===== config.mk =====
export PLATFORM = sky130hd
export DESIGN_NAME = small_set_membership_table_flat
export DESIGN_NICKNAME = d
export VERILOG_FILES = /design/src/sv/smt_pkg.sv /design/src/sv/smt_if.sv /design/src/sv/smt_ctrl.sv /design/src/sv/smt_dp.sv /design/src/sv/small_set_membership_table.sv /design/src/flat_wrapper.sv
export SDC_FILE = /design/constraint.sdc
export NUM_CORES = 1
export LEC_CHECK = 0
export BUFFER_PORTS_ARGS = -buffer_cell sky130_fd_sc_hd__buf_2
export CORE_MARGIN = 2
export CORE_UTILIZATION = 64
export DETAILED_ROUTE_END_ITERATION = 6
export HOLD_SLACK_MARGIN = 0.03
export PLACE_DENSITY = 0.82
export SLEW_MARGIN = 20
export SYNTH_ARGS = -nofsm -noshare
export SYNTH_HDL_FRONTEND = slang
export SYNTH_SLANG_ARGS = --single-unit

===== constraint.sdc =====
create_clock -name clk -period 6.8 [get_ports clk]
set_input_delay 1.02 -clock clk [delete_from_list [all_inputs] [get_ports clk]]
set_output_delay 1.02 -clock clk [all_outputs]
set_load 0.01 [all_outputs]

===== src/sv/smt_pkg.sv =====
// Package for the small set membership table: sizes, operation codes,
// status codes and the command and status structs between the modules.
// Depends on nothing.
`timescale 1ns / 1ps

package smt_pkg;

  localparam int CAPACITY  = 16;
  localparam int ELEM_W    = 32;
  localparam int COUNT_W   = 5;
  localparam int CNT_W     = $clog2(CAPACITY + 1);
  localparam int IDX_W     = (CAPACITY > 1) ? $clog2(CAPACITY) : 1;

  typedef enum logic [1:0] {
    OP_INSERT = 2'd0,
    OP_DELETE = 2'd1,
    OP_QUERY  = 2'd2,
    OP_CLEAR  = 2'd3
  } op_t;

  typedef enum logic [1:0] {
    ST_CHANGED  = 2'd0,
    ST_NOCHANGE = 2'd1,
    ST_REJECTED = 2'd2
  } status_t;

  // Commands from the controller to the datapath.
  typedef struct packed {
    logic load;    // capture the accepted operation
    logic commit;  // look up, update the table and load the result
  } cmd_t;

  // Status from the datapath.
  typedef struct packed {
    logic [CNT_W-1:0] count;
  } sts_t;

endpackage


===== src/sv/smt_if.sv =====
// Channel interfaces of the small set membership table: the operation
// channel and the result channel, each with valid, ready and payload.
// Depends on smt_pkg.
`timescale 1ns / 1ps

interface smt_in_if;
  logic                                valid;
  logic                                ready;
  logic [1:0]                          kind;
  logic signed [smt_pkg::ELEM_W-1:0]   element;

  modport source (output valid, output kind, output element, input ready);
  modport sink   (input valid, input kind, input element, output ready);
endinterface

interface smt_out_if;
  logic                          valid;
  logic                          ready;
  logic                          found;
  logic [smt_pkg::COUNT_W-1:0]   count;
  logic                          is_empty;
  logic                          is_full;
  logic [1:0]                    status;

  modport source (output valid, output found, output count, output is_empty,
                  output is_full, output status, input ready);
  modport sink   (input valid, input found, input count, input is_empty,
                  input is_full, input status, output ready);
endinterface


===== src/sv/smt_ctrl.sv =====
// Controller of the small set membership table: sequences each operation
// and owns the handshakes. Depends on smt_pkg.
`timescale 1ns / 1ps

module smt_ctrl (
  input  logic          clk,
  input  logic          rst_n,
  input  logic          in_valid,
  output logic          in_ready,
  output logic          out_valid,
  input  logic          out_ready,
  output smt_pkg::cmd_t cmd
);

  typedef enum logic {
    S_IDLE,
    S_EXEC
  } state_t;

  state_t state_r, state_nxt;
  logic   out_valid_r, out_valid_nxt;
  logic   out_free;

  assign in_ready   = (state_r == S_IDLE);
  assign out_free   = !out_valid_r || out_ready;
  assign cmd.load   = in_valid && in_ready;
  assign cmd.commit = (state_r == S_EXEC) && out_free;
  assign out_valid  = out_valid_r;

  always_comb begin
    state_nxt     = state_r;
    out_valid_nxt = out_valid_r && !out_ready;
    case (state_r)
      S_IDLE: begin
        if (cmd.load) begin
          state_nxt = S_EXEC;
        end
      end
      S_EXEC: begin
        // The result waits here until the output register is free.
        if (out_free) begin
          state_nxt     = S_IDLE;
          out_valid_nxt = 1'b1;
        end
      end
      default: begin
        state_nxt = S_IDLE;
      end
    endcase
  end

  always_ff @(posedge clk) begin
    if (!rst_n) begin
      state_r     <= S_IDLE;
      out_valid_r <= 1'b0;
    end else begin
      state_r     <= state_nxt;
      out_valid_r <= out_valid_nxt;
    end
  end

endmodule


===== src/sv/smt_dp.sv =====
// Datapath of the small set membership table: the packed entry table,
// the member count, the parallel compare and the result register.
// Depends on smt_pkg.
`timescale 1ns / 1ps

module smt_dp (
  input  logic                              clk,
  input  logic                              rst_n,
  input  smt_pkg::cmd_t                     cmd,
  input  logic [1:0]                        in_kind,
  input  logic signed [smt_pkg::ELEM_W-1:0] in_element,
  output logic                              res_found,
  output logic [smt_pkg::COUNT_W-1:0]       res_count,
  output logic                              res_is_empty,
  output logic                              res_is_full,
  output logic [1:0]                        res_status,
  output smt_pkg::sts_t                     sts
);

  logic signed [smt_pkg::ELEM_W-1:0] entry_r [smt_pkg::CAPACITY];
  logic [smt_pkg::CNT_W-1:0]         count_r, count_nxt;
  smt_pkg::op_t                      kind_r;
  logic signed [smt_pkg::ELEM_W-1:0] element_r;

  logic [smt_pkg::CAPACITY-1:0]      match;
  logic [smt_pkg::IDX_W-1:0]         slot;
  logic                              found;
  logic                              do_insert;
  logic                              do_delete;
  smt_pkg::status_t                  status;

  logic                              found_r;
  logic [smt_pkg::COUNT_W-1:0]       res_count_r;
  logic                              is_empty_r;
  logic                              is_full_r;
  smt_pkg::status_t                  status_r;

  // Only occupied slots take part; members are distinct, so at most one
  // slot matches and its index is the OR of the matching indices.
  always_comb begin
    slot = '0;
    for (int j = 0; j < smt_pkg::CAPACITY; j++) begin
      match[j] = (smt_pkg::CNT_W'(j) < count_r) && (entry_r[j] == element_r);
      if (match[j]) begin
        slot = slot | smt_pkg::IDX_W'(j);
      end
    end
  end

  assign found = |match;

  always_comb begin
    count_nxt = count_r;
    do_insert = 1'b0;
    do_delete = 1'b0;
    status    = smt_pkg::ST_NOCHANGE;
    case (kind_r)
      smt_pkg::OP_INSERT: begin
        if (found) begin
          status = smt_pkg::ST_NOCHANGE;
        end else if (count_r >= smt_pkg::CNT_W'(smt_pkg::CAPACITY)) begin
          status = smt_pkg::ST_REJECTED;
        end else begin
          do_insert = 1'b1;
          count_nxt = count_r + smt_pkg::CNT_W'(1);
          status    = smt_pkg::ST_CHANGED;
        end
      end
      smt_pkg::OP_DELETE: begin
        if (found) begin
          do_delete = 1'b1;
          count_nxt = count_r - smt_pkg::CNT_W'(1);
          status    = smt_pkg::ST_CHANGED;
        end
      end
      smt_pkg::OP_QUERY: begin
        status = smt_pkg::ST_NOCHANGE;
      end
      default: begin
        status    = (count_r != '0) ? smt_pkg::ST_CHANGED : smt_pkg::ST_NOCHANGE;
        count_nxt = '0;
      end
    endcase
  end

  always_ff @(posedge clk) begin
    if (!rst_n) begin
      count_r <= '0;
    end else if (cmd.commit) begin
      count_r <= count_nxt;
    end
  end

  always_ff @(posedge clk) begin
    if (cmd.load) begin
      kind_r    <= smt_pkg::op_t'(in_kind);
      element_r <= in_element;
    end
  end

  // Table update: an insert appends at the count; a delete moves every
  // occupied slot above the removed one down by one place.
  always_ff @(posedge clk) begin
    if (cmd.commit) begin
      for (int j = 0; j < smt_pkg::CAPACITY; j++) begin
        if (do_insert && (count_r[smt_pkg::IDX_W-1:0] == smt_pkg::IDX_W'(j))) begin
          entry_r[j] <= element_r;
        end else if (do_delete && (j + 1 < smt_pkg::CAPACITY) &&
                     (smt_pkg::IDX_W'(j) >= slot) &&
                     (smt_pkg::CNT_W'(j + 1) < count_r)) begin
          entry_r[j] <= entry_r[(j + 1) % smt_pkg::CAPACITY];
        end
      end
    end
  end

  always_ff @(posedge clk) begin
    if (cmd.commit) begin
      found_r     <= found;
      res_count_r <= smt_pkg::COUNT_W'(count_nxt);
      is_empty_r  <= (count_nxt == '0);
      is_full_r   <= (count_nxt == smt_pkg::CNT_W'(smt_pkg::CAPACITY));
      status_r    <= status;
    end
  end

  assign res_found    = found_r;
  assign res_count    = res_count_r;
  assign res_is_empty = is_empty_r;
  assign res_is_full  = is_full_r;
  assign res_status   = status_r;
  assign sts.count    = count_r;

endmodule


===== src/sv/small_set_membership_table.sv =====
// Small set membership table: keeps up to CAPACITY distinct 32-bit values
// in a packed table and answers insert, delete, query and clear operations.
//
// Channels: in_if carries one operation (kind, element) per transfer;
// out_if carries one result (found, count, is_empty, is_full, status) for
// every operation, in order. Both use valid/ready; a transfer happens on a
// rising edge with valid and ready high.
//
// Timing: an operation is captured at its transfer and executed in the EXEC
// state, where the sixteen slots are compared in parallel and the table is
// updated. The result becomes valid and in_if.ready returns at the end of that
// state, so the block takes no new operation until the last has executed.
//
// Stall: a result waits in the output register while out_if.ready is low; the
// next operation is still accepted, and its execution holds until that is free.
//
// Reset: synchronous, active low. It empties the set and drops any pending
// result; table slots are not cleared, as only occupied slots are read.
// Depends on smt_pkg, smt_if, smt_ctrl and smt_dp.
`timescale 1ns / 1ps

module small_set_membership_table (
  input  logic          clk,
  input  logic          rst_n,
  smt_in_if.sink        in_if,
  smt_out_if.source     out_if
);

  smt_pkg::cmd_t cmd;
  smt_pkg::sts_t sts;

  smt_ctrl u_ctrl (
    .clk       (clk),
    .rst_n     (rst_n),
    .in_valid  (in_if.valid),
    .in_ready  (in_if.ready),
    .out_valid (out_if.valid),
    .out_ready (out_if.ready),
    .cmd       (cmd)
  );

  smt_dp u_dp (
    .clk          (clk),
    .rst_n        (rst_n),
    .cmd          (cmd),
    .in_kind      (in_if.kind),
    .in_element   (in_if.element),
    .res_found    (out_if.found),
    .res_count    (out_if.count),
    .res_is_empty (out_if.is_empty),
    .res_is_full  (out_if.is_full),
    .res_status   (out_if.status),
    .sts          (sts)
  );

`ifndef NO_ASSERTIONS
  // The member count never exceeds the capacity.
  a_count_bound: assert property (@(posedge clk) disable iff (!rst_n)
    sts.count <= smt_pkg::CNT_W'(smt_pkg::CAPACITY))
    else $error("member count above capacity");

  // An execution never overwrites a result that is still waiting.
  a_no_overwrite: assert property (@(posedge clk) disable iff (!rst_n)
    cmd.commit |-> (!out_if.valid || out_if.ready))
    else $error("result overwritten while stalled");

  // Every execution presents a result in the following cycle.
  a_commit_result: assert property (@(posedge clk) disable iff (!rst_n)
    cmd.commit |=> out_if.valid)
    else $error("execution gave no result");

  // An accepted operation blocks the input until it has executed.
  a_busy_after_load: assert property (@(posedge clk) disable iff (!rst_n)
    cmd.load |=> !in_if.ready)
    else $error("input ready while an operation is pending");
`endif

endmodule


===== src/flat_wrapper.sv =====
// flat-port wrapper written by rule: the top's interface ports become plain ports
module small_set_membership_table_flat 
  (clk, rst_n, in_if_valid, in_if_kind, in_if_element, in_if_ready, out_if_valid, out_if_found, out_if_count, out_if_is_empty, out_if_is_full, out_if_status, out_if_ready);
  smt_in_if in_if_i ();
  smt_out_if out_if_i ();
  input  logic clk;
  input  logic rst_n;
  input wire logic [$bits(in_if_i.valid)-1:0] in_if_valid;
  input wire logic [$bits(in_if_i.kind)-1:0] in_if_kind;
  input wire logic [$bits(in_if_i.element)-1:0] in_if_element;
  output wire logic [$bits(in_if_i.ready)-1:0] in_if_ready;
  output wire logic [$bits(out_if_i.valid)-1:0] out_if_valid;
  output wire logic [$bits(out_if_i.found)-1:0] out_if_found;
  output wire logic [$bits(out_if_i.count)-1:0] out_if_count;
  output wire logic [$bits(out_if_i.is_empty)-1:0] out_if_is_empty;
  output wire logic [$bits(out_if_i.is_full)-1:0] out_if_is_full;
  output wire logic [$bits(out_if_i.status)-1:0] out_if_status;
  input wire logic [$bits(out_if_i.ready)-1:0] out_if_ready;
  assign in_if_i.valid = in_if_valid;
  assign in_if_i.kind = in_if_kind;
  assign in_if_i.element = in_if_element;
  assign in_if_ready = in_if_i.ready;
  assign out_if_valid = out_if_i.valid;
  assign out_if_found = out_if_i.found;
  assign out_if_count = out_if_i.count;
  assign out_if_is_empty = out_if_i.is_empty;
  assign out_if_is_full = out_if_i.is_full;
  assign out_if_status = out_if_i.status;
  assign out_if_i.ready = out_if_ready;
  small_set_membership_table u_core (.clk(clk), .rst_n(rst_n), .in_if(in_if_i), .out_if(out_if_i));
endmodule

==> impl_summary.log, run 1 <==
[metrics] share of synthesized registers carrying an async set or reset: 0%
[metrics] TritonCTS clock tree: done
[metrics] Arrival @ worst endpoint: around 6 ns
[metrics] router iterations before antenna repair: 5
[metrics] Final HPWL DP: approximately 76000 µm
[metrics] final setup fails: 0
[metrics] destination of the critical timing path: u_core.u_dp.entry_r[0][58]
[metrics] gr ovfl total: 0
[metrics] Die Footprint: 51700 µm²
[metrics] global-route wire length before repair: 150000 µm
[metrics] number of global-route vias before repair: 21213
[metrics] Hold-fix buffers, CTS: 0
[metrics] number of DRC violations after detailed-routing iteration 0: 3164
[metrics] number of clock buffers inserted by TritonCTS: 57
[metrics] average cell area after synthesis: 13.2 µm²
[metrics] H-tree levels: 2
[metrics] count of filler cells inserted in the layout: 3332
[metrics] Die H: 227 µm
[metrics] number of setup buffers added after CTS: 0
[metrics] number of antenna violations at the first check in global routing: 2
[metrics] number of cells traversed by the worst register-to-register path: 11
[metrics] Area growth syn-to-layout: 8.80%
[metrics] count of yosys warnings during synthesis: 0
[metrics] total leakage power: 11.9 nW
[metrics] vias after detailed routing: 21851
[metrics] peak supply drop: 0.237 mV
[metrics] clock sink count: between 500 and 600
[metrics] biggest fanout along the worst timing path: 20
[metrics] buffers added on ports: 49
[metrics] clock network latency to the later pin of the worst-skew pair: 0.64 ns
[metrics] CTS clock-pin slew for the worst setup and hold paths: approximately 0.06 ns
[metrics] Syn Inst Count: between 2000 and 2500
[metrics] cell chosen for the clock root: sky130_fd_sc_hd__clkbuf_16
[metrics] number of remaining DRC errors: 0
[metrics] Cell variety after synth: 63
[metrics] total length of routed wires: ~100000 µm
[metrics] startpoint of the lowest-slack register-to-register path: u_core.u_dp.element_r[11]
[metrics] Tightest Hold Check Type: reg2reg
[metrics] number of synthesized flops with an enable pin: 556
[metrics] share of the core filled with cells in the final layout: 70.8%
[metrics] core region area: 49200 µm²
[metrics] Worst Setup Slack, final: 1.17 ns
[metrics] mean routed wirelength per cell: 33.3 µm
[metrics] post-place setup slack: 1.30 ns
[metrics] launching element type of the critical path: flip-flop
[metrics] Max Cap Viol: 0
[metrics] setup tns final: 0 ns
[metrics] layout cell share with drive strength beyond 1: 27.1%
[metrics] minimum period implied by the final worst setup slack: approximately 5.6 ns
[metrics] share of the yosys chip area belonging to registers: 52.7%
[metrics] first element of the critical path: u_core.u_dp.element_r[11]
[metrics] area of the mapped netlist: 32000 µm²
[metrics] Achievable Freq: 178 MHz
[metrics] number of routed nets with antenna violations: 0
[metrics] most used flip-flop cell after synthesis: sky130_fd_sc_hd__edfxtp_1
[metrics] total power after layout: 0.00789 W
[metrics] critical path type: reg2reg
[metrics] final clock period utilization by the worst path: 82.8%
[metrics] Initial Utilization: 65.0%
[metrics] nature of the critical path endpoint: flip-flop
[metrics] end of the worst register-to-register path: u_core.u_dp.entry_r[0][58]
[metrics] Rel. slew slack: 26.1%
[metrics] vias per cell: 6.94
[metrics] flop-to-flop setup slack: 1.17 ns
[metrics] DIE WIDTH: 227 µm
[metrics] GRT Total Usage: 41.0%
[metrics] required time worst endpoint: 7.17 ns
[metrics] pin count of the biggest net entering global routing: 35
[metrics] quantity of gates resized following cts: 0
[metrics] number of register bits inferred by synthesis: 563
[metrics] nets: between 2000 and 2500
[metrics] standard-cell rows: 81
[metrics] routability congestion estimate from global placement: ~1.1
[metrics] Power Dens Cells: approximately 230 nW/µm²
[metrics] Max Root-Sink Buffers: 3
[metrics] Syn Nets: 2465
[metrics] # IOs: 50
[metrics] slew at the pin closest to its max-slew limit: 1.11 ns
[metrics] Final Hold Slack: roughly 0.54 ns
[metrics] outcome: complete, no violations
[metrics] setup repair after global routing missed its margin: false
[metrics] count of final hold-check violations: 0
[metrics] number of pins with negative max-slew slack in the final report: 0
[metrics] worst-case clock skew: 0.0212 ns
-- worst min path at each step --
stage / start / to / slack, ns / depth (start not counted)
finish: u_core.u_ctrl.out_valid / u_core.u_ctrl.out_valid / 0.54 / 2
global route: in_if_element[0] / u_core.u_dp.element_r[0] / 0.55 / 1
CTS: in_if_element[7] / u_core.u_dp.element_r[7] / 0.54 / 1
detailed placement: u_core.u_ctrl.out_valid / u_core.u_ctrl.out_valid / 0.53 / 2
global placement: u_core.u_ctrl.out_valid / u_core.u_ctrl.out_valid / 0.50 / 2
floorplan: u_core.u_dp.element_r[3] / u_core.u_dp.entry_r[1][227] / 0.42 / 0
-- critical path, stage by stage, from the launching register on --
cell	delay (ns)
sky130_fd_sc_hd__edfxtp_1	0.88
sky130_fd_sc_hd__buf_4	0.43
sky130_fd_sc_hd__xor2_1	0.14
sky130_fd_sc_hd__or4b_1	0.49
sky130_fd_sc_hd__or4_1	0.53
sky130_fd_sc_hd__o41ai_2	0.53
sky130_fd_sc_hd__nor3_1	0.16
sky130_fd_sc_hd__a211oi_4	0.56
sky130_fd_sc_hd__nand2_2	0.17
sky130_fd_sc_hd__or3_2	0.76
sky130_fd_sc_hd__buf_4	0.35
sky130_fd_sc_hd__mux2_4	0.33
-- area by class of cell --
type	count	area (µm²)	share of cell area (%)
clock inverter	33	340	0.979
inverter	18	67.6	0.194
tap	664	831	2.39
sequential	563	16800	48.4
clock buffer	72	1530	4.39
multi-input combinational	1647	14100	40.5
antenna	1	2.50	0.00720
timing repair buffer	150	1070	3.09
-- sequential cells by signal (all words and copies together), names as in the netlist --
register,count
u_core.u_dp.res_found,1
u_core.u_dp.res_count,5
u_core.u_ctrl.state_r,1
u_core.u_dp.res_status,2
u_core.u_dp.kind_r,2
u_core.u_dp.element_r,32
u_core.u_dp.entry_r,512
u_core.u_ctrl.out_valid,1
u_core.u_dp.sts,5
u_core.u_dp.res_is_empty,1
u_core.u_dp.res_is_full,1
-- metal layers --
metal  vias up  routed length (µm)  track usage (%)  share of wire (%)
li1       9090                   -                -                  -
met1     10985               42300             57.7                 40
met2      1467               44600             59.6                 42
met3       309               12800             11.8                 12
met4         0                5280             17.7                5.0
met5         -                   0                0                  0
-- layout by cell type, fill, tap and decap left out, types with 14 or more instances in the layout --
cell type	Yosys	routed
sky130_fd_sc_hd__nor4_1	141	141
sky130_fd_sc_hd__inv_1	18	18
sky130_fd_sc_hd__nand3_1	55	55
sky130_fd_sc_hd__buf_2	64	49
sky130_fd_sc_hd__nand2b_1	16	16
sky130_fd_sc_hd__nor3_1	34	34
sky130_fd_sc_hd__nor2_1	88	86
sky130_fd_sc_hd__nand4_1	90	90
sky130_fd_sc_hd__o21ai_0	26	17
sky130_fd_sc_hd__mux2_1	60	60
sky130_fd_sc_hd__clkbuf_16	0	59
sky130_fd_sc_hd__xor2_1	377	377
sky130_fd_sc_hd__buf_4	50	96
sky130_fd_sc_hd__mux2_4	59	59
sky130_fd_sc_hd__nand2_1	42	42
sky130_fd_sc_hd__nor4b_1	14	14
sky130_fd_sc_hd__edfxtp_1	556	556
sky130_fd_sc_hd__mux2_2	354	354
sky130_fd_sc_hd__or4_1	21	21
sky130_fd_sc_hd__xnor2_1	135	135
-- where the power goes --
group          internal [W]  switching (W)
registers           0.00385      0.0000628
logic              0.000292       0.000469
clock network       0.00184        0.00137
-- cell families (layout without fill, tap and decap cells) --
family / count (synthesis) / after routing / synth area share, %
and+or+nand+nor: 582 / 582 / 10.6
DFF: 563 / 563 / 52.7
xor gates and xnor gates: 512 / 512 / 14.0
muxes: 478 / 478 / 17.5
buffers and inverters: 212 / 273 / 3.49
AOI/OAI and AO/OA: 70 / 70 / 1.51
adders and majority gates: 5 / 5 / 0.196
other: 0 / 1 / 0
-- metrics by stage --
step                      cells  instance area, µm²
after floorplan            2422               32000
after global placement     3041               32900
after detailed placement   3042               32900
after CTS                  3147               34800
after global routing       3147               34800
final                      3148               34800
-- synthesized netlist by cell type, types with 4 or more instances --
cell type | number | area (µm²)
sky130_fd_sc_hd__nand4b_1 | 11 | 96.3
sky130_fd_sc_hd__buf_6 | 7 | 78.8
sky130_fd_sc_hd__inv_1 | 18 | 67.6
sky130_fd_sc_hd__mux2i_1 | 5 | 50.1
sky130_fd_sc_hd__nand4_1 | 90 | 563
sky130_fd_sc_hd__o21ai_0 | 26 | 130
sky130_fd_sc_hd__dfxtp_1 | 7 | 140
sky130_fd_sc_hd__buf_2 | 64 | 320
sky130_fd_sc_hd__mux2_2 | 354 | 3990
sky130_fd_sc_hd__o2111ai_1 | 4 | 35.0
sky130_fd_sc_hd__a21oi_1 | 8 | 40.0
sky130_fd_sc_hd__nand2_1 | 42 | 158
sky130_fd_sc_hd__edfxtp_1 | 556 | 16700
sky130_fd_sc_hd__nand3_1 | 55 | 275
sky130_fd_sc_hd__nand2b_1 | 16 | 100
sky130_fd_sc_hd__and2_1 | 4 | 25.0
sky130_fd_sc_hd__nor3b_1 | 7 | 52.6
sky130_fd_sc_hd__nor2_1 | 88 | 330
sky130_fd_sc_hd__ha_1 | 5 | 62.6
sky130_fd_sc_hd__nor4b_1 | 14 | 123
sky130_fd_sc_hd__nor2b_1 | 6 | 37.5
sky130_fd_sc_hd__mux2_4 | 59 | 886
sky130_fd_sc_hd__o21bai_1 | 4 | 30.0
sky130_fd_sc_hd__and4b_1 | 6 | 60.1
sky130_fd_sc_hd__clkbuf_1 | 72 | 270
sky130_fd_sc_hd__and3_1 | 11 | 68.8
sky130_fd_sc_hd__or3_1 | 10 | 62.6
sky130_fd_sc_hd__or4_1 | 21 | 158
sky130_fd_sc_hd__and4_1 | 6 | 52.6
sky130_fd_sc_hd__mux2_1 | 60 | 676
sky130_fd_sc_hd__buf_4 | 50 | 375
sky130_fd_sc_hd__nor4_1 | 141 | 882
sky130_fd_sc_hd__xnor2_1 | 135 | 1180
sky130_fd_sc_hd__nor3_1 | 34 | 170
sky130_fd_sc_hd__xor2_1 | 377 | 3300
(Power assumes the default switching activity.)
==> run 2, diff against run 1 <==
CORE_UTILIZATION = 58   (was 64)
PLACE_DENSITY = 0.78   (was 0.82)
clock period = 4.66 ns   (was 6.8 ns; I/O delays follow)
==> run 2 against run 1 <==
Against the previous run:
- sequential share of layout area is 1.7 points lower
- clock skew is 0.0023 ns lower
- count of clock-buffer cells in the layout is 1 higher
- sequential power is 45% higher
- combinational power is 58% higher
- first-iteration DRC count is 8.6% lower
- non-clock buffer count is 70 higher
- utilization is 4.9 points lower
- wire length is 0.72% higher
==> impl_summary.log, run 2 (same netlist as run 1, synthesis figures left out) <==
[metrics] commonest cells after routing, fill and taps aside: 556 x sky130_fd_sc_hd__edfxtp_1, 377 x sky130_fd_sc_hd__xor2_1, 354 x sky130_fd_sc_hd__mux2_2
[metrics] max FFs per register: 512 (unchanged)
[metrics] GRT Total Usage: 37.0% (-4.1 points)
[metrics] Worst Setup Slack, final: 0.108 ns (-1.06 ns)
[metrics] vias after detailed routing: 21862 (+0.050%)
[metrics] number of remaining DRC errors: 0 (unchanged)
[metrics] # IOs: 50 (unchanged)
[metrics] total leakage power: 12.5 nW (+5.0%)
[metrics] placed inst area: 33900 µm² (+3.2%)
[metrics] Tightest Hold Check Type: in2reg
[metrics] flop-to-flop setup slack: 0.11 ns (-1.06 ns)
[metrics] number of pins with negative max-slew slack in the final report: 0 (unchanged)
[metrics] peak supply drop: 0.342 mV (+44%)
[metrics] Initial Utilization: 58.4% (-6.7 points)
[metrics] final setup fails: 0 (unchanged)
[metrics] core region area: 54800 µm² (+11%)
[metrics] nature of the critical path endpoint: flip-flop
[metrics] CTS clock-pin slew for the worst setup and hold paths: 0.06 ns (about the same)
[metrics] count of filler cells inserted in the layout: 3979 (+19%)
[metrics] Arrival @ worst endpoint: 4.89 ns (-1.11 ns)
[metrics] router iterations before antenna repair: 5 (unchanged)
[metrics] minimum period implied by the final worst setup slack: 4.55 ns (-1.08 ns)
[metrics] number of clock buffers inserted by TritonCTS: 59 (+3.5%)
[metrics] Die Footprint: 57000 µm² (+10%)
[metrics] Hold-fix buffers, CTS: 0 (unchanged)
[metrics] count of final hold-check violations: 0 (unchanged)
[metrics] Achievable Freq: 220 MHz (+24%)
[metrics] gr ovfl total: 0 (unchanged)
[metrics] H-tree levels: 2 (unchanged)
[metrics] leading cell type in the layout, fill and taps excluded: sky130_fd_sc_hd__edfxtp_1
[metrics] mean routed wirelength per cell: 32.4 µm (-2.8%)
[metrics] cell chosen for the clock root: sky130_fd_sc_hd__clkbuf_16
[metrics] number of cells traversed by the worst register-to-register path: 13 (+2)
[metrics] routability congestion estimate from global placement: 1.02 (-10%)
[metrics] vias per cell: 6.70 (-3.5%)
[metrics] outcome: complete, no violations
[metrics] number of global-route vias before repair: 20929 (-1.3%)
[metrics] clock sink count: 563 (unchanged)
[metrics] number of DRC violations after detailed-routing iteration 0: 2892 (-8.6%)
[metrics] end of the worst register-to-register path: u_core.u_dp.entry_r[0][136]
[metrics] slew at the pin closest to its max-slew limit: 1.01 ns (-0.101 ns)
[metrics] Rel. slew slack: 32.2% (+6.1 points)
[metrics] Biggest register: u_core.u_dp.entry_r
[metrics] Area growth syn-to-layout: 12.8%
[metrics] Max Root-Sink Buffers: 3 (unchanged)
[metrics] number of antenna violations at the first check in global routing: 4 (+2)
[metrics] Final Hold Slack: 0.227 ns (-0.317 ns)
[metrics] total length of routed wires: 106000 µm (+0.72%)
[metrics] buffers added on ports: 49 (unchanged)
[metrics] global-route wire length before repair: 150000 µm (about the same)
[metrics] share of the core filled with cells in the final layout: 65.8% (-4.9 points)
[metrics] destination of the critical timing path: u_core.u_dp.entry_r[0][136]
[metrics] largest registers: u_core.u_dp.entry_r x512, u_core.u_dp.element_r x32
[metrics] first element of the critical path: u_core.u_dp.element_r[12]
[metrics] worst-case clock skew: 0.0190 ns (-0.00226 ns)
[metrics] Final HPWL DP: 75500 µm (-0.68%)
[metrics] TritonCTS clock tree: done
[metrics] nets: 2552 (+2.9%)
[metrics] post-place setup slack: -0.0685 ns (-1.37 ns)
[metrics] launching element type of the critical path: flip-flop
[metrics] startpoint of the lowest-slack register-to-register path: u_core.u_dp.element_r[12]
[metrics] Die H: 239 µm (+5.0%)
[metrics] Power Dens Cells: 323 nW/µm² (+43%)
[metrics] critical path type: reg2reg
[metrics] final clock period utilization by the worst path: 97.7% (+15 points)
[metrics] setup repair after global routing missed its margin: false
[metrics] summed area of non-filler cells in the final layout: 36000 µm² (+3.7%)
[metrics] clock network latency to the later pin of the worst-skew pair: 0.64 ns (about the same)
[metrics] required time worst endpoint: 5.00 ns (-2.17 ns)
[metrics] DIE WIDTH: 239 µm (+5.0%)
[metrics] biggest fanout along the worst timing path: 32 (+60%)
[metrics] pin count of the biggest net entering global routing: 35 (unchanged)
[metrics] layout cell share with drive strength beyond 1: 29.6% (+2.5 points)
[metrics] standard-cell rows: 86 (+6.2%)
[metrics] number of routed nets with antenna violations: 0 (unchanged)
[metrics] Max Cap Viol: 0 (unchanged)
[run 2: how the worst min path moves through the flow]
| stage | from | to | depth (start not counted) |
|---|---|---|---|
| 2_1_floorplan | u_core.u_dp.element_r[3] | u_core.u_dp.entry_r[1][227] | 0 |
| 3_3_place_gp | u_core.u_ctrl.out_valid | u_core.u_ctrl.out_valid | 2 |
| 3_5_place_dp | u_core.u_ctrl.out_valid | u_core.u_ctrl.out_valid | 2 |
| 4_1_cts | in_if_element[6] | u_core.u_dp.element_r[6] | 1 |
| 5_1_grt | in_if_element[12] | u_core.u_dp.element_r[12] | 1 |
| 6_report | in_if_element[12] | u_core.u_dp.element_r[12] | 1 |
[run 2: per-layer routing]
layer	global-route usage (%)	up-vias	share of wire [%]
met3	7.33	231	11
met2	52.7	1380	42
met4	12.3	2	3.5
met1	56.3	11010	44
li1	-	9239	-
met5	0	-	0.012
[run 2: power breakdown]
part           internal, W  switching [W]  leakage [nW]
logic             0.000473       0.000724          6.42
registers          0.00562      0.0000506          5.08
clock network      0.00272        0.00207         0.955
total              0.00882        0.00284          12.5
[run 2: area by class of cell]
cell class	count	area (µm²)	area share (%)
timing repair buffer	220	2210	6.14
clock buffer	73	1570	4.35
antenna	3	7.51	0.0208
multi-input combinational	1647	14100	39.1
inverter	18	67.6	0.187
sequential	563	16800	46.7
tap	704	881	2.44
clock inverter	35	367	1.02
[run 2: repair_timing]
action / 4_1_cts / 5_1_grt
setup buffers: 3 / 14
resized for setup: 0 / 4
endpoints found under the hold margin: 0 / 0
setup endpoints to repair: 176 / 553
[run 2: worst max-delay path, cell delays in order (launching register included)]
cell and delay, ns:
sky130_fd_sc_hd__edfxtp_1 0.74, sky130_fd_sc_hd__buf_4 0.41, sky130_fd_sc_hd__xor2_1 0.28, sky130_fd_sc_hd__nor4_1 0.09, sky130_fd_sc_hd__nand4_1 0.16, sky130_fd_sc_hd__nor3_1 0.08, sky130_fd_sc_hd__buf_4 0.15, sky130_fd_sc_hd__nor4_1 0.82
sky130_fd_sc_hd__nand4_1 0.27, sky130_fd_sc_hd__nor2_1 0.23, sky130_fd_sc_hd__nand3_1 0.12, sky130_fd_sc_hd__or3_1 0.38, sky130_fd_sc_hd__a21oi_4 0.22, sky130_fd_sc_hd__buf_12 0.24
[run 2: stage by stage]
stage | cells | power (W) | TNS, ns
2_1_floorplan | 2422 | 0.00649 | -120.51
3_3_place_gp | 3135 | 0.00690 | -0.680
3_5_place_dp | 3135 | 0.00692 | -4.20
4_1_cts | 3246 | 0.0116 | 0
5_1_grt | 3261 | 0.0119 | 0
6_report | 3263 | 0.0117 | 0
==> run 3, diff against run 2 <==
CELL_PAD_IN_SITES_DETAIL_PLACEMENT = 1   (was not set)
CELL_PAD_IN_SITES_GLOBAL_PLACEMENT = 2   (was not set)
CORE_UTILIZATION = 42   (was 58)
PLACE_DENSITY = 0.79   (was 0.78)
==> run 3 against run 2 <==
Against the previous run:
- first-iteration DRC count decreased by 13%
- register-to-register slack got worse by 0.04 ns
- via count down 1.7%
- fmax down 0.84%
- die area increased by 37%
- non-clock buffer count down 31
- global-route usage is 8.7 points lower
- critical path type unchanged
==> impl_summary.log, run 3 (same netlist as run 1, synthesis figures left out) <==
[metrics] number of global-route vias before repair: 22141 (+5.8%)
[metrics] buffers added on ports: 49 (unchanged)
[metrics] M2 GR Usage: 43.1% (-9.6 points)
[metrics] number of buffers and inverters on the critical path: 2 (-1)
[metrics] busiest layer in global routing: met2
[metrics] GRT Total Usage: 28.3% (-8.7 points)
[metrics] pin count of the biggest net entering global routing: 36 (+2.9%)
[metrics] TritonCTS clock tree: done
[metrics] worst-case clock skew: 0.0350 ns (+0.0160 ns)
[metrics] DIE WIDTH: 280 µm (+17%)
[metrics] Area growth syn-to-layout: 14.0%
[metrics] Initial Utilization: 42.2% (-16 points)
[metrics] Die H: 280 µm (+17%)
[metrics] largest registers: u_core.u_dp.entry_r x512, u_core.u_dp.element_r x32
[metrics] Max Root-Sink Buffers: 3 (unchanged)
[metrics] router iterations before antenna repair: 5 (unchanged)
[metrics] Tightest Hold Check Type: in2reg
[metrics] standard-cell rows: 101 (+17%)
[metrics] Rel. slew slack: 28.2% (-4.0 points)
[metrics] number of antenna violations at the first check in global routing: 5 (+1)
[metrics] number of clock buffers inserted by TritonCTS: 67 (+14%)
[metrics] placed inst area: 34100 µm² (+0.59%)
[metrics] routability congestion estimate from global placement: 0.979 (-4.1%)
[metrics] cell chosen for the clock root: sky130_fd_sc_hd__clkbuf_16
[metrics] final setup fails: 0 (unchanged)
[metrics] Die Footprint: 78300 µm² (+37%)
[metrics] chain of cells forming the critical path: buf_4, xnor2_1, or4b_1, or4_1, o41ai_2, nor3_1, a211oi_4, and3_1, and3b_1, buf_12, mux2_2
[metrics] flop-to-flop setup slack: 0.07 ns (-0.04 ns)
[metrics] vias after detailed routing: 21480 (-1.7%)
[metrics] setup repair after global routing missed its margin: false
[metrics] total length of routed wires: 111000 µm (+5.2%)
[metrics] global-route wire length before repair: 160000 µm (+6.5%)
[metrics] number of DRC violations after detailed-routing iteration 0: 2529 (-13%)
[metrics] final clock period utilization by the worst path: 98.5% (+0.83 points)
[metrics] # IOs: 50 (unchanged)
[metrics] Final HPWL DP: 80100 µm (+6.2%)
[metrics] number of pins with negative max-slew slack in the final report: 0 (unchanged)
[metrics] highest cell delay on the worst timing path: 0.54 ns (-0.28 ns)
[metrics] mean routed wirelength per cell: 31.6 µm (-2.4%)
[metrics] Max Cap Viol: 0 (unchanged)
[metrics] required time worst endpoint: 5.02 ns (+0.02 ns)
[metrics] critical path type: reg2reg
[metrics] clock sink count: 563 (unchanged)
[metrics] max FFs per register: 512 (unchanged)
[metrics] H-tree levels: 3 (+1)
[metrics] minimum period implied by the final worst setup slack: 4.59 ns (+0.0387 ns)
[metrics] commonest cells after routing, fill and taps aside: 556 x sky130_fd_sc_hd__edfxtp_1, 377 x sky130_fd_sc_hd__xor2_1, 354 x sky130_fd_sc_hd__mux2_2
[metrics] peak supply drop: 0.266 mV (-22%)
[metrics] share of the core filled with cells in the final layout: 48.1% (-18 points)
[metrics] Power Dens Cells: 336 nW/µm² (+4.0%)
[metrics] nets: 2529 (-0.90%)
[metrics] slew at the pin closest to its max-slew limit: 1.07 ns (+0.0598 ns)
[metrics] gr ovfl total: 0 (unchanged)
[metrics] Arrival @ worst endpoint: 4.95 ns (+0.06 ns)
[metrics] count of final hold-check violations: 0 (unchanged)
[metrics] clock network latency to the later pin of the worst-skew pair: 0.62 ns (-0.02 ns)
[metrics] number of remaining DRC errors: 0 (unchanged)
[metrics] met1 usage: 40.8% (-16 points)
[metrics] biggest fanout along the worst timing path: 32 (unchanged)
[metrics] Final Hold Slack: 0.252 ns (+0.0251 ns)
[metrics] nature of the critical path endpoint: flip-flop
[metrics] summed area of non-filler cells in the final layout: 36400 µm² (+1.1%)
[metrics] count of filler cells inserted in the layout: 7492 (+88%)
[metrics] vias per cell: 6.11 (-8.9%)
[metrics] core region area: 75700 µm² (+38%)
[metrics] Ant. Diodes: 0 (-3)
[metrics] kind of cell adding the most delay to the critical path: simple AND/OR/NAND/NOR gates
[metrics] register cell area after layout: 16800 µm² (unchanged)
[metrics] total power after layout: 0.0123 W (+5.1%)
[metrics] met3 usage: 4.32% (-3.0 points)
[metrics] leading cell type in the layout, fill and taps excluded: sky130_fd_sc_hd__edfxtp_1
[metrics] launching element type of the critical path: flip-flop
[metrics] number of routed nets with antenna violations: 0 (unchanged)
[metrics] total leakage power: 12.4 nW (-0.48%)
[metrics] outcome: complete, no violations
[metrics] highest-delay cell along the critical path: sky130_fd_sc_hd__edfxtp_1
[metrics] setup tns final: 0 ns (unchanged)
[metrics] layout cell share with drive strength beyond 1: 28.9% (-0.72 points)
[metrics] Achievable Freq: 218 MHz (-0.84%)
[metrics] CTS clock-pin slew for the worst setup and hold paths: 0.06 ns (about the same)
[metrics] Biggest register: u_core.u_dp.entry_r
[metrics] total area of multi-input combinational cells: 14100 µm² (+0.15%)
-- run 3: changes by cell type in the layout (fill, tap and decap cells not counted), moves of 4 or more --
cell,previous run,this run
sky130_fd_sc_hd__clkbuf_16,59,69
sky130_fd_sc_hd__clkinv_2,15,6
sky130_fd_sc_hd__clkinvlp_4,2,7
sky130_fd_sc_hd__buf_4,115,90
sky130_fd_sc_hd__clkbuf_1,10,15
sky130_fd_sc_hd__buf_12,54,50
-- run 3: path summary, 6_finish.rpt --
check | start | endpoint | depth (start not counted)
max reg2reg | u_core.u_dp.element_r[28] | u_core.u_dp.entry_r[0][0] | 11
max | u_core.u_dp.element_r[28] | u_core.u_dp.entry_r[0][0] | 11
min | in_if_element[14] | u_core.u_dp.element_r[14] | 1
min reg2reg | u_core.u_ctrl.out_valid | u_core.u_ctrl.out_valid | 2
-- run 3: area by class of cell --
class / instances / share of cell area, %
clock buffers: 86 / 4.97
clock inverters: 37 / 1.21
inverters: 18 / 0.185
multi-input cells: 1647 / 38.8
flip-flops and latches: 563 / 46.2
well taps: 978 / 3.36
repair buffers: 189 / 5.28
-- run 3: repair_timing --
| action | 4_1_cts | 5_1_grt |
|---|---|---|
| endpoints found under the setup margin | 0 | 128 |
| resized for setup | 0 | 3 |
| hold endpoints to repair | 0 | 0 |
| buffers inserted | 0 | 2 |
| hold buffers | 0 | 0 |
-- run 3: where the power goes --
part | internal [W] | switching [W] | leakage [nW]
clock | 0.00322 | 0.00219 | 1.07
sequential | 0.00562 | 0.0000497 | 5.08
combinational | 0.000453 | 0.000725 | 6.24
total | 0.00929 | 0.00297 | 12.4
-- run 3: stage by stage --
| stage | cells | setup slack, ns |
|---|---|---|
| after floorplan | 2422 | -0.632 |
| after global placement | 3393 | 0.238 |
| after detailed placement | 3393 | 0.137 |
| after CTS | 3516 | 0.0953 |
| after global routing | 3518 | 0.0105 |
| final | 3518 | 0.0693 |
-- run 3: metal layers --
metal	share of wire, %	routed length [µm]	vias up
li1	-	-	9213
met4	3.5	3930	0
met2	44	49000	944
met5	0	0	-
met1	45	50100	11138
met3	7.4	8210	185
